--- config.mk ---
export PLATFORM = sky130hd
export DESIGN_NAME = y86_pipeline_execute_stage_unit
export DESIGN_NICKNAME = d
export VERILOG_FILES = /design/src/rtl/y86e_pkg.sv /design/src/rtl/y86e_alu.sv /design/src/rtl/y86e_cond.sv /design/src/rtl/y86_pipeline_execute_stage_unit.sv
export SDC_FILE = /design/constraint.sdc
export NUM_CORES = 1
export LEC_CHECK = 0
export CORE_MARGIN = 10
export CORE_UTILIZATION = 30
export DETAILED_ROUTE_END_ITERATION = 12
export DONT_BUFFER_PORTS = 1
export PLACE_DENSITY = 0.43
export SLEW_MARGIN = 20
export SYNTH_ARGS = -nofsm -noshare
export SYNTH_HDL_FRONTEND = slang
export SYNTH_SLANG_ARGS = --single-unit
--- constraint.sdc ---
create_clock -name clk -period 19.82 [get_ports clk]
set_input_delay 1.982 -clock clk [delete_from_list [all_inputs] [get_ports clk]]
set_output_delay 1.982 -clock clk [all_outputs]
set_load 0.01 [all_outputs]
--- src/rtl/y86e_pkg.sv ---
// Shared types and constants for the Y86-64 execute stage.
`default_nettype none
package y86e_pkg;

  typedef logic [1:0]  stat_t;
  typedef logic [3:0]  icode_t;
  typedef logic [3:0]  ifun_t;
  typedef logic [3:0]  reg_id_t;
  typedef logic [63:0] word_t;

  localparam stat_t   STAT_AOK = 2'd0;

  localparam icode_t  I_NOP    = 4'd1;
  localparam icode_t  I_RRMOVQ = 4'd2;
  localparam icode_t  I_IRMOVQ = 4'd3;
  localparam icode_t  I_RMMOVQ = 4'd4;
  localparam icode_t  I_MRMOVQ = 4'd5;
  localparam icode_t  I_OPQ    = 4'd6;
  localparam icode_t  I_JXX    = 4'd7;
  localparam icode_t  I_CALL   = 4'd8;
  localparam icode_t  I_RET    = 4'd9;
  localparam icode_t  I_PUSHQ  = 4'd10;
  localparam icode_t  I_POPQ   = 4'd11;

  localparam ifun_t   ALU_ADD  = 4'd0;
  localparam ifun_t   ALU_SUB  = 4'd1;
  localparam ifun_t   ALU_AND  = 4'd2;
  localparam ifun_t   ALU_XOR  = 4'd3;

  localparam ifun_t   C_ALWAYS = 4'd0;
  localparam ifun_t   C_LE     = 4'd1;
  localparam ifun_t   C_L      = 4'd2;
  localparam ifun_t   C_E      = 4'd3;
  localparam ifun_t   C_NE     = 4'd4;
  localparam ifun_t   C_GE     = 4'd5;
  localparam ifun_t   C_G      = 4'd6;

  localparam reg_id_t REG_NONE = 4'd15;

  localparam word_t   STACK_DEC = 64'hFFFF_FFFF_FFFF_FFF8;
  localparam word_t   STACK_INC = 64'd8;

  typedef struct packed {
    logic zf;
    logic sf;
    logic of;
  } flags_t;

endpackage
`default_nettype wire

--- src/rtl/y86e_alu.sv ---
// Operand selection, ALU and condition code generation.
`default_nettype none
module y86e_alu (
  input  y86e_pkg::icode_t icode,
  input  y86e_pkg::ifun_t  ifun,
  input  y86e_pkg::word_t  val_c,
  input  y86e_pkg::word_t  val_a,
  input  y86e_pkg::word_t  val_b,
  output y86e_pkg::word_t  val_e,
  output y86e_pkg::flags_t cc_new
);
  import y86e_pkg::*;

  word_t alu_a;
  word_t alu_b;
  ifun_t alu_fn;
  word_t sum;
  word_t diff;
  logic  ovf;

  always_comb begin
    case (icode)
      I_RRMOVQ, I_OPQ:            alu_a = val_a;
      I_IRMOVQ, I_RMMOVQ, I_MRMOVQ: alu_a = val_c;
      I_CALL, I_PUSHQ:            alu_a = STACK_DEC;
      I_RET, I_POPQ:              alu_a = STACK_INC;
      default:                    alu_a = '0;
    endcase
  end

  always_comb begin
    case (icode)
      I_RMMOVQ, I_MRMOVQ, I_OPQ, I_CALL, I_PUSHQ, I_RET, I_POPQ: alu_b = val_b;
      default: alu_b = '0;
    endcase
  end

  assign alu_fn = (icode == I_OPQ) ? ifun : ALU_ADD;
  assign sum    = alu_a + alu_b;
  assign diff   = alu_b - alu_a;

  always_comb begin
    case (alu_fn)
      ALU_SUB: begin
        val_e = diff;
        ovf   = (alu_a[63] ^ alu_b[63]) & (diff[63] ^ alu_b[63]);
      end
      ALU_AND: begin
        val_e = alu_a & alu_b;
        ovf   = 1'b0;
      end
      ALU_XOR: begin
        val_e = alu_a ^ alu_b;
        ovf   = 1'b0;
      end
      default: begin
        val_e = sum;
        ovf   = ~(alu_a[63] ^ alu_b[63]) & (sum[63] ^ alu_a[63]);
      end
    endcase
  end

  assign cc_new.zf = (val_e == '0);
  assign cc_new.sf = val_e[63];
  assign cc_new.of = ovf;

endmodule
`default_nettype wire

--- src/rtl/y86e_cond.sv ---
// Jump and conditional move condition evaluation from stored flags.
`default_nettype none
module y86e_cond (
  input  y86e_pkg::icode_t icode,
  input  y86e_pkg::ifun_t  ifun,
  input  y86e_pkg::flags_t cc,
  output logic             taken
);
  import y86e_pkg::*;

  logic lt;
  logic hit;

  assign lt = cc.sf ^ cc.of;

  always_comb begin
    unique case (ifun)
      C_ALWAYS: hit = 1'b1;
      C_LE:     hit = lt | cc.zf;
      C_L:      hit = lt;
      C_E:      hit = cc.zf;
      C_NE:     hit = ~cc.zf;
      C_GE:     hit = ~lt;
      C_G:      hit = ~lt & ~cc.zf;
      default:  hit = 1'b0;
    endcase
  end

  assign taken = hit & ((icode == I_JXX) | (icode == I_RRMOVQ));

endmodule
`default_nettype wire

--- src/rtl/y86_pipeline_execute_stage_unit.sv ---
// Y86-64 pipeline execute stage: input register, ALU/condition logic, result register.
//
//   channel | handshake            | payload
//   --------+----------------------+---------------------------------------------
//   in      | in_valid / in_ready  | status, code, func, valC, valA, valB, dsts, later stats
//   out     | out_valid / out_ready| status, code, cond, valE, valA, dsts, bubble
//
// Results pass input then result register; one item per cycle while out_ready is high.
// The input register and the result register each advance when the stage after is free;
// in_ready drops only while both hold an item and out_ready is low.
// Synchronous active-low reset clears both valid bits and sets flags to ZF=1, SF=0, OF=0.
// Flags update as a non-bubble OPq item moves into the result register, so the next item sees them.
`default_nettype none
module y86_pipeline_execute_stage_unit (
  input  wire                clk,
  input  wire                rst_n,
  input  wire                in_valid,
  output logic               in_ready,
  input  y86e_pkg::stat_t    in_instr_status,
  input  y86e_pkg::icode_t   in_instr_code,
  input  y86e_pkg::ifun_t    in_instr_func,
  input  y86e_pkg::word_t    in_const_value,
  input  y86e_pkg::word_t    in_operand_a,
  input  y86e_pkg::word_t    in_operand_b,
  input  y86e_pkg::reg_id_t  in_dest_e_reg,
  input  y86e_pkg::reg_id_t  in_dest_m_reg,
  input  y86e_pkg::stat_t    in_mem_stage_status,
  input  y86e_pkg::stat_t    in_wb_stage_status,
  output logic               out_valid,
  input  wire                out_ready,
  output y86e_pkg::stat_t    out_status,
  output y86e_pkg::icode_t   out_code,
  output logic               out_cond_taken,
  output y86e_pkg::word_t    out_alu_result,
  output y86e_pkg::word_t    out_pass_operand_a,
  output y86e_pkg::reg_id_t  out_dest_e,
  output y86e_pkg::reg_id_t  out_dest_m,
  output logic               out_is_bubble
);
  import y86e_pkg::*;

  logic    s1_valid_r;
  stat_t   stat_r;
  icode_t  icode_r;
  ifun_t   ifun_r;
  word_t   valc_r;
  word_t   vala_r;
  word_t   valb_r;
  reg_id_t dste_r;
  reg_id_t dstm_r;
  stat_t   mstat_r;
  stat_t   wstat_r;

  flags_t  cc_r;
  flags_t  cc_nxt;

  logic    ov_r;
  stat_t   o_stat_r;
  icode_t  o_code_r;
  logic    o_cnd_r;
  word_t   o_vale_r;
  word_t   o_vala_r;
  reg_id_t o_dste_r;
  reg_id_t o_dstm_r;
  logic    o_bub_r;

  logic    s1_adv;
  logic    in_xfer;
  logic    bubble;
  logic    cnd;
  word_t   val_e;
  flags_t  cc_new;
  reg_id_t dste_eff;

  assign s1_adv   = s1_valid_r & (~ov_r | out_ready);
  assign in_ready = ~s1_valid_r | s1_adv;
  assign in_xfer  = in_valid & in_ready;

  y86e_alu u_alu (
    .icode  (icode_r),
    .ifun   (ifun_r),
    .val_c  (valc_r),
    .val_a  (vala_r),
    .val_b  (valb_r),
    .val_e  (val_e),
    .cc_new (cc_new)
  );

  y86e_cond u_cond (
    .icode (icode_r),
    .ifun  (ifun_r),
    .cc    (cc_r),
    .taken (cnd)
  );

  assign bubble   = (mstat_r != STAT_AOK) | (wstat_r != STAT_AOK);
  assign dste_eff = ((icode_r == I_RRMOVQ) && !cnd) ? REG_NONE : dste_r;

  always_comb begin
    cc_nxt = cc_r;
    if (s1_adv && (icode_r == I_OPQ) && !bubble) begin
      cc_nxt = cc_new;
    end
  end

  always_ff @(posedge clk) begin
    if (!rst_n) begin
      s1_valid_r <= 1'b0;
      ov_r       <= 1'b0;
      cc_r       <= '{zf: 1'b1, sf: 1'b0, of: 1'b0};
    end else begin
      if (in_ready) begin
        s1_valid_r <= in_valid;
      end
      if (~ov_r | out_ready) begin
        ov_r <= s1_valid_r;
      end
      cc_r <= cc_nxt;
    end
  end

  always_ff @(posedge clk) begin
    if (in_xfer) begin
      stat_r  <= in_instr_status;
      icode_r <= in_instr_code;
      ifun_r  <= in_instr_func;
      valc_r  <= in_const_value;
      vala_r  <= in_operand_a;
      valb_r  <= in_operand_b;
      dste_r  <= in_dest_e_reg;
      dstm_r  <= in_dest_m_reg;
      mstat_r <= in_mem_stage_status;
      wstat_r <= in_wb_stage_status;
    end
  end

  always_ff @(posedge clk) begin
    if (s1_adv) begin
      if (bubble) begin
        o_stat_r <= STAT_AOK;
        o_code_r <= I_NOP;
        o_cnd_r  <= 1'b0;
        o_vale_r <= '0;
        o_vala_r <= '0;
        o_dste_r <= REG_NONE;
        o_dstm_r <= REG_NONE;
        o_bub_r  <= 1'b1;
      end else begin
        o_stat_r <= stat_r;
        o_code_r <= icode_r;
        o_cnd_r  <= cnd;
        o_vale_r <= val_e;
        o_vala_r <= vala_r;
        o_dste_r <= dste_eff;
        o_dstm_r <= dstm_r;
        o_bub_r  <= 1'b0;
      end
    end
  end

  assign out_valid          = ov_r;
  assign out_status         = o_stat_r;
  assign out_code           = o_code_r;
  assign out_cond_taken     = o_cnd_r;
  assign out_alu_result     = o_vale_r;
  assign out_pass_operand_a = o_vala_r;
  assign out_dest_e         = o_dste_r;
  assign out_dest_m         = o_dstm_r;
  assign out_is_bubble      = o_bub_r;

endmodule
`default_nettype wire
==> results.yml, run 1 <==
outcome:
  outcome: "completed"
critical_path:
  r2r-start: "icode_r[0]"
  cpMaxStageDelayCell: "a221oi_1"
  worstRegToRegCells: 19
  max_stage_delay_ns: 0.97
  reg2reg_slack_ns: 12.46
  worstPathMaxFanout: 36
  worstPathArrival_ns: 7.88
  crit_start: "icode_r[0]"
  cp_num_cells: 19
  critPathLaunchType: "flip-flop"
  crit_family: "simple AND/OR/NAND/NOR gates"
  required_ns: 20.34
  rr_endpoint: "cc_r[2]"
  cp-endpoint: "cc_r[2]"
  crit_path_cell_trace: "nand2_1 > nor2_1 > a21oi_1 > nor2_4 > buf_4 > a221oi_1 > ha_1 > inv_1 > a21oi_1 > o221ai_1 > nor3_2 > o31ai_1 > xnor2_1 > nor2_1 > nor4bb_1 > o2111ai_1 > or4_1 > or4_1 > o211ai_2"
  worstSetupPathType: "flip-flop to flip-flop"
  critPathBufInv: 2
  worst_setup_path_end_kind: "flip-flop"
floorplanning:
  start_util: 0.302
  dieArea_um2: 93000
  fp.coreArea_um2: 80500
  die_height_um: 305
  die_width_um: 305
  ioPinCount: 364
  fp-row-count: 104
synthesis:
  async_reset_ff_frac: 0
  synth.area.top_cells: "edfxtp_1, ha_1, a21oi_1"
  synth_top_cell_by_area: "edfxtp_1"
  syn_area_um2: 24400
  syn_inst: 2489
  synth_cell_types: 101
  yosysSeqAreaShare: 0.445
  synth_area_per_cell_um2: 9.79
  synth_warnings: 0
  synth_top_area_frac: 0.441
  synth_fp_nets: 2851
  yosys_most_used_dff: "edfxtp_1"
  ys_seq_elements: 363
  synth_edf_count: 358
sta:
  tightest_slew_ns: 1.27
  grt_setup_unrepaired: "no"
  slew_viol_final: 0
  fmax_ghz: 0.136
  tns_ns: 0
  finalCritPeriodShare: 0.371
  finalSetupViolCount: 0
  layout_min_cycle_time_ns: 7.36
  hold_violations: 0
  relSlewSlack: 0.151
  skew_ns: 0.0325
power_and_ir_drop:
  swShare: 0.338
  power_frac_comb: 0.264
  p_leak_nw: 9.85
  powerDensity_nw_per_um2: 84.3
  power.switching_mw: 0.766
  total_power_mw: 2.27
  clockPowerShare: 0.331
  p_int_mw: 1.50
  ir_drop_v: 0.0000650
  pwr-share-seq: 0.405
place:
  place_congestion: 0.970
  port_buffers: 0
  dpl_cell_area_um2: 25600
  hpwl_um: 86700
  place_inst: 3458
clocking:
  cts-root-buf: "clkbuf_16"
  cts_setup_buffers: 0
  cts_resized: 0
  clock_sinks: 363
  cts_tree: "yes"
  cts_made_buffers: 41
  cts_max_path_buffers: 3
  clkSlewWorstSetupHoldPaths_ns: 0.06
  worstSkewPairLatency_ns: 0.59
  cts_hold_buf: 0
  h-tree-depth: 2
drt:
  routed-via-count: 20700
  ant_nets: 0
  first_iter_violations: 1914
  post_drt_wl_per_cell_um: 31.3
  vias_per_cell: 5.85
  route.detailed.drc: 0
  drtPass1Iterations: 6
  wirelength_um: 111000
layout:
  design_area_um2: 26900
  utilization: 0.334
  fin_cells: 3536
  nNetsFinal: 2804
  final_layout_size_suffix_gt1_frac: 0.0715
  syn2layout_area_growth_pct: 10.5
global_routing:
  grt_max_degree: 70
  globalRouteOverflowTotal: 0
  grt_pass1_vias: 20400
  grt_first_pass_wirelength_um: 156000
  grt_usage: 0.226
  antenna_found_initial: 5
worst_hold_path:
  hp-class: "flip-flop to flip-flop"
  whs_path_depth: 1
flow_run:
  cap_violations: 0
cell usage after synthesis, drive strengths merged, types with 34 or more instances:
library cell	number
edfxtp	358
nor2	196
a21oi	189
nand2	174
ha	142
o21ai	133
inv	128
clkbuf	109
nor2b	108
and2	87
a221oi	74
nor3	68
nand3	51
nand4	45
xnor2	45
a21o	34
nand2b	34
per-layer routing:
| metal | up-vias | track usage | part of all wire |
|---|---|---|---|
| met4 | 4 | 0.0460 | 0.019 |
| met5 | - | 0 | 0.00029 |
| met2 | 916 | 0.349 | 0.44 |
| met1 | 10300 | 0.318 | 0.46 |
| li1 | 9329 | - | - |
| met3 | 114 | 0.0510 | 0.080 |
registers in the layout, summed over array words and instances (netlist names), 2 cells and up:
| signal | count |
|---|---|
| out_alu_result | 64 |
| out_status | 2 |
| out_dest_e | 4 |
| valc_r | 64 |
| valb_r | 64 |
| vala_r | 64 |
| icode_r | 4 |
| dstm_r | 4 |
| out_pass_operand_a | 64 |
| wstat_r | 2 |
| out_dest_m | 4 |
| cc_r | 3 |
| out_code | 4 |
| dste_r | 4 |
| mstat_r | 2 |
| stat_r | 2 |
| ifun_r | 4 |
power groups by stage:
stage | clock [mW] | combinational (mW) | sequential (mW)
4_1_cts | 0.776 | 0.586 | 0.920
3_5_place_dp | 0 | 0.583 | 0.936
2_1_floorplan | 0 | 0.378 | 0.930
3_3_place_gp | 0 | 0.587 | 0.936
5_1_grt | 0.809 | 0.640 | 0.923
6_report | 0.752 | 0.599 | 0.919
layout make-up:
| cell class | instances | area (um2) |
|---|---|---|
| clock buffer | 51 | 1110 |
| sequential | 363 | 10900 |
| clock inverter | 24 | 203 |
| timing repair buffer | 45 | 339 |
| fill | 8204 | 53600 |
| multi-input combinational | 1862 | 12600 |
| antenna | 2 | 5.00 |
| inverter | 129 | 484 |
| tap | 1060 | 1330 |
through the flow:
step | hold slack (ns) | setup slack (ns)
CTS | 0.501 | 12.60
global route | 0.522 | 12.28
floorplan | 0.477 | 8.90
finish | 0.498 | 12.46
detailed placement | 0.485 | 12.63
global placement | 0.481 | 12.70
worst min-delay path by stage:
stage | to | startpoint
4_1_cts | out_dest_m[3] | dstm_r[3]
6_report | out_dest_m[3] | dstm_r[3]
2_1_floorplan | out_valid | s1_valid_r
3_3_place_gp | out_dest_m[3] | dstm_r[3]
3_5_place_dp | out_dest_m[2] | dstm_r[2]
5_1_grt | out_dest_m[1] | dstm_r[1]
cells in the final DEF, fill, tap and decap left out, types with 12 or more instances in the layout:
cell | synthesis | final
edfxtp_1 | 358 | 358
nor2_1 | 194 | 189
a21oi_1 | 187 | 187
nand2_1 | 174 | 174
ha_1 | 142 | 142
o21ai_0 | 129 | 129
inv_1 | 126 | 126
nor2b_1 | 105 | 104
and2_1 | 87 | 86
a221oi_1 | 73 | 71
nor3_1 | 64 | 61
nand3_1 | 51 | 50
nand4_1 | 45 | 45
xnor2_1 | 45 | 45
clkbuf_16 | 0 | 43
buf_4 | 5 | 42
nand2b_1 | 34 | 34
a21o_1 | 33 | 33
mux2i_1 | 33 | 33
a31oi_1 | 29 | 29
o21a_1 | 27 | 27
o211ai_1 | 26 | 26
a211oi_1 | 25 | 25
o31ai_1 | 24 | 24
o21bai_1 | 21 | 21
nor4_1 | 21 | 20
o221ai_1 | 15 | 15
or3_1 | 14 | 14
a221o_1 | 12 | 12
nand3b_1 | 12 | 12
logic make-up after synthesis:
group	share of synthesized area
AOI/OAI and AO/OA	0.215
xor gates and xnor gates	0.0201
adders and majority gates	0.0746
buffers and inverters	0.0425
DFF	0.445
muxes	0.0160
and+or+nand+nor	0.186
No activity file was read; power rests on OpenSTA's default activity.
==> run 2, diff against run 1 <==
Settings changed: PLACE_DENSITY 0.43 to 0.44.
Clock period 19.82 ns to 6.6 ns, I/O delays scaled along.
==> run 2 against run 1 <==
Against the previous run: utilization is 2.7 points higher; clock power grew to 3.3 times the previous value; fmax is 16% higher; sequential share of layout area is 3.1 points lower; highest routed layer unchanged; critical path depth is 4 higher; via count is 5.6% higher; combinational power grew to 3.5 times the previous value; register-to-register slack worse by 12 ns; critical endpoint unchanged.
==> results.yml, run 2 (synthesis results as in run 1) <==
outcome:
  outcome: "completed"
global_routing:
  grtUsageMet2: 0.345
  grtUsageMet1: 0.335
  globalRouteOverflowTotal: 0
  grt_max_degree: 119
  antenna_found_initial: 14
  grt_first_pass_wirelength_um: 160000
  globalRouteMet3Util: 0.0501
  grt_pass1_vias: 21200
  top_usage_layer: "met2"
  grt_usage: 0.231
critical_path:
  crit_family: "compound AO/OA/AOI/OAI gates"
  worstSetupPathType: "flip-flop to flip-flop"
  critPathLaunchType: "flip-flop"
  worst_setup_path_end_kind: "flip-flop"
  crit_path_cell_trace: "nand2_1 > nor2_1 > a21oi_4 > nor2_4 > buf_4 > buf_4 > a221oi_2 > inv_1 > ha_1 > buf_4 > a21oi_1 > o221a_2 > a2111oi_1 > o21ai_0 > a221oi_1 > inv_1 > a21oi_1 > nand4_1 > nor4_1 > buf_4 > nand4_1 > or4_1 > o211ai_2"
  max_stage_delay_ns: 0.60
  crit_top_cell: "buf_4"
  worstPathMaxFanout: 8
  worstPathArrival_ns: 6.83
  critPathBufInv: 6
  required_ns: 7.10
  cpMaxStageDelayCell: "a2111oi_1"
layout:
  final_layout_size_suffix_gt1_frac: 0.163
  seqCellArea_um2: 10900
  mostFrequentLayoutCell: "edfxtp_1"
  nFillCells: 8036
  syn2layout_area_growth_pct: 19.6
  multi_input_area_um2: 12700
  mostFrequentLayoutCells: "edfxtp_1, buf_4, nor2_1"
  nNetsFinal: 3061
clocking:
  cts_tree: "yes"
  clkSlewWorstSetupHoldPaths_ns: 0.07
  clock_sinks: 363
  cts_max_path_buffers: 3
  cts-root-buf: "clkbuf_16"
  h-tree-depth: 2
  cts_hold_buf: 0
  worstSkewPairLatency_ns: 0.62
  cts_made_buffers: 43
floorplanning:
  ioPinCount: 364
  dieArea_um2: 93000
  fp-row-count: 104
  die_width_um: 305
  fp.coreArea_um2: 80500
  start_util: 0.302
  die_height_um: 305
drt:
  drtPass1Iterations: 5
  route.detailed.drc: 0
  vias_per_cell: 5.76
  routed-via-count: 21900
  post_drt_wl_per_cell_um: 29.8
  wirelength_um: 113000
  ant_nets: 0
  first_iter_violations: 2349
sta:
  slew_viol_final: 0
  layout_min_cycle_time_ns: 6.33
  tns_ns: 0
  skew_ns: 0.0460
  finalSetupViolCount: 0
  finalCritPeriodShare: 0.959
  tightest_slew_ns: 1.15
  relSlewSlack: 0.235
  whs_ns: 0.134
  fmax_ghz: 0.158
  finalWorstSetupSlack_ns: 0.270
  grt_setup_unrepaired: "no"
  hold_violations: 0
place:
  port_buffers: 0
  hpwl_um: 90500
  place_congestion: 0.950
  pre_cts_slack_ns: 0.151
worst_hold_path:
  hp-class: "primary input to flip-flop"
power_and_ir_drop:
  p_leak_nw: 11.2
  powerDensity_nw_per_um2: 251
  ir_drop_v: 0.000322
flow_run:
  cap_violations: 0
==> run 2: cell types whose count changed in the layout (fill, tap and decap cells not counted), moves of 2 or more <==
cell	previous run	this run
diode_2	2	5
clkinv_16	0	2
clkbuf_1	8	11
a2111oi_0	9	7
clkinv_1	11	8
buf_4	42	292
a221oi_2	3	12
bufinv_16	3	6
a221oi_1	71	62
clkinv_2	6	4
clkbuf_8	0	2
a2111oi_1	3	6
buf_12	0	7
==> run 2: path summary, 6_finish.rpt <==
path | start | endpoint | slack [ns] | depth (start not counted)
worst max register to register | icode_r[1] | cc_r[2] | 0.27 | 23
worst min register to register | dste_r[3] | out_dest_e[3] | 0.51 | 1
worst max-delay path | icode_r[1] | cc_r[2] | 0.27 | 23
worst min-delay path | in_operand_b[4] | valb_r[4] | 0.13 | 0
==> run 2: layout make-up <==
class / count / share of cell area
multi-input combinational: 1863 / 0.435
sequential: 363 / 0.372
timing repair buffer: 299 / 0.0801
tap: 1060 / 0.0455
clock buffer: 56 / 0.0393
inverter: 129 / 0.0166
clock inverter: 21 / 0.0104
antenna: 5 / 0.000430
==> run 2: repair_timing <==
action,in CTS,in global routing
setup endpoints to repair,0,1
resized for setup,0,18
hold endpoints to repair,0,0
setup buffers,0,9
==> run 2: worst register-to-register path: stages (launching register included) <==
cell	delay (ns)
edfxtp_1	0.45
nand2_1	0.16
nor2_1	0.09
a21oi_4	0.28
nor2_4	0.17
buf_4	0.23
buf_4	0.14
a221oi_2	0.46
inv_1	0.10
ha_1	0.34
buf_4	0.18
a21oi_1	0.13
o221a_2	0.28
a2111oi_1	0.60
o21ai_0	0.16
a221oi_1	0.35
inv_1	0.07
a21oi_1	0.45
nand4_1	0.35
nor4_1	0.35
buf_4	0.16
nand4_1	0.07
or4_1	0.52
o211ai_2	0.15
==> run 2: through the flow <==
step / power [mW] / util / cell area [um2] / cells
6_report: 7.30 / 0.362 / 29100 / 3796
5_1_grt: 7.62 / 0.362 / 29100 / 3794
4_1_cts: 7.31 / 0.359 / 28900 / 3781
3_5_place_dp: 4.83 / 0.341 / 27500 / 3704
3_3_place_gp: 4.84 / 0.341 / 27500 / 3704
2_1_floorplan: 3.92 / - / 24400 / 2489
==> run 2: routing by layer <==
layer,up-vias,routed length (um)
li1,9847,-
met1,10800,53000
met2,1041,48600
met3,133,9250
met4,14,2250
met5,-,91
==> run 2: where the power goes <==
group / leakage, nW / total [mW] / internal [mW] / switching [mW]
combinational: 7.10 / 2.09 / 0.754 / 1.34
clock: 0.696 / 2.45 / 1.46 / 0.981
sequential: 3.40 / 2.76 / 2.68 / 0.0856
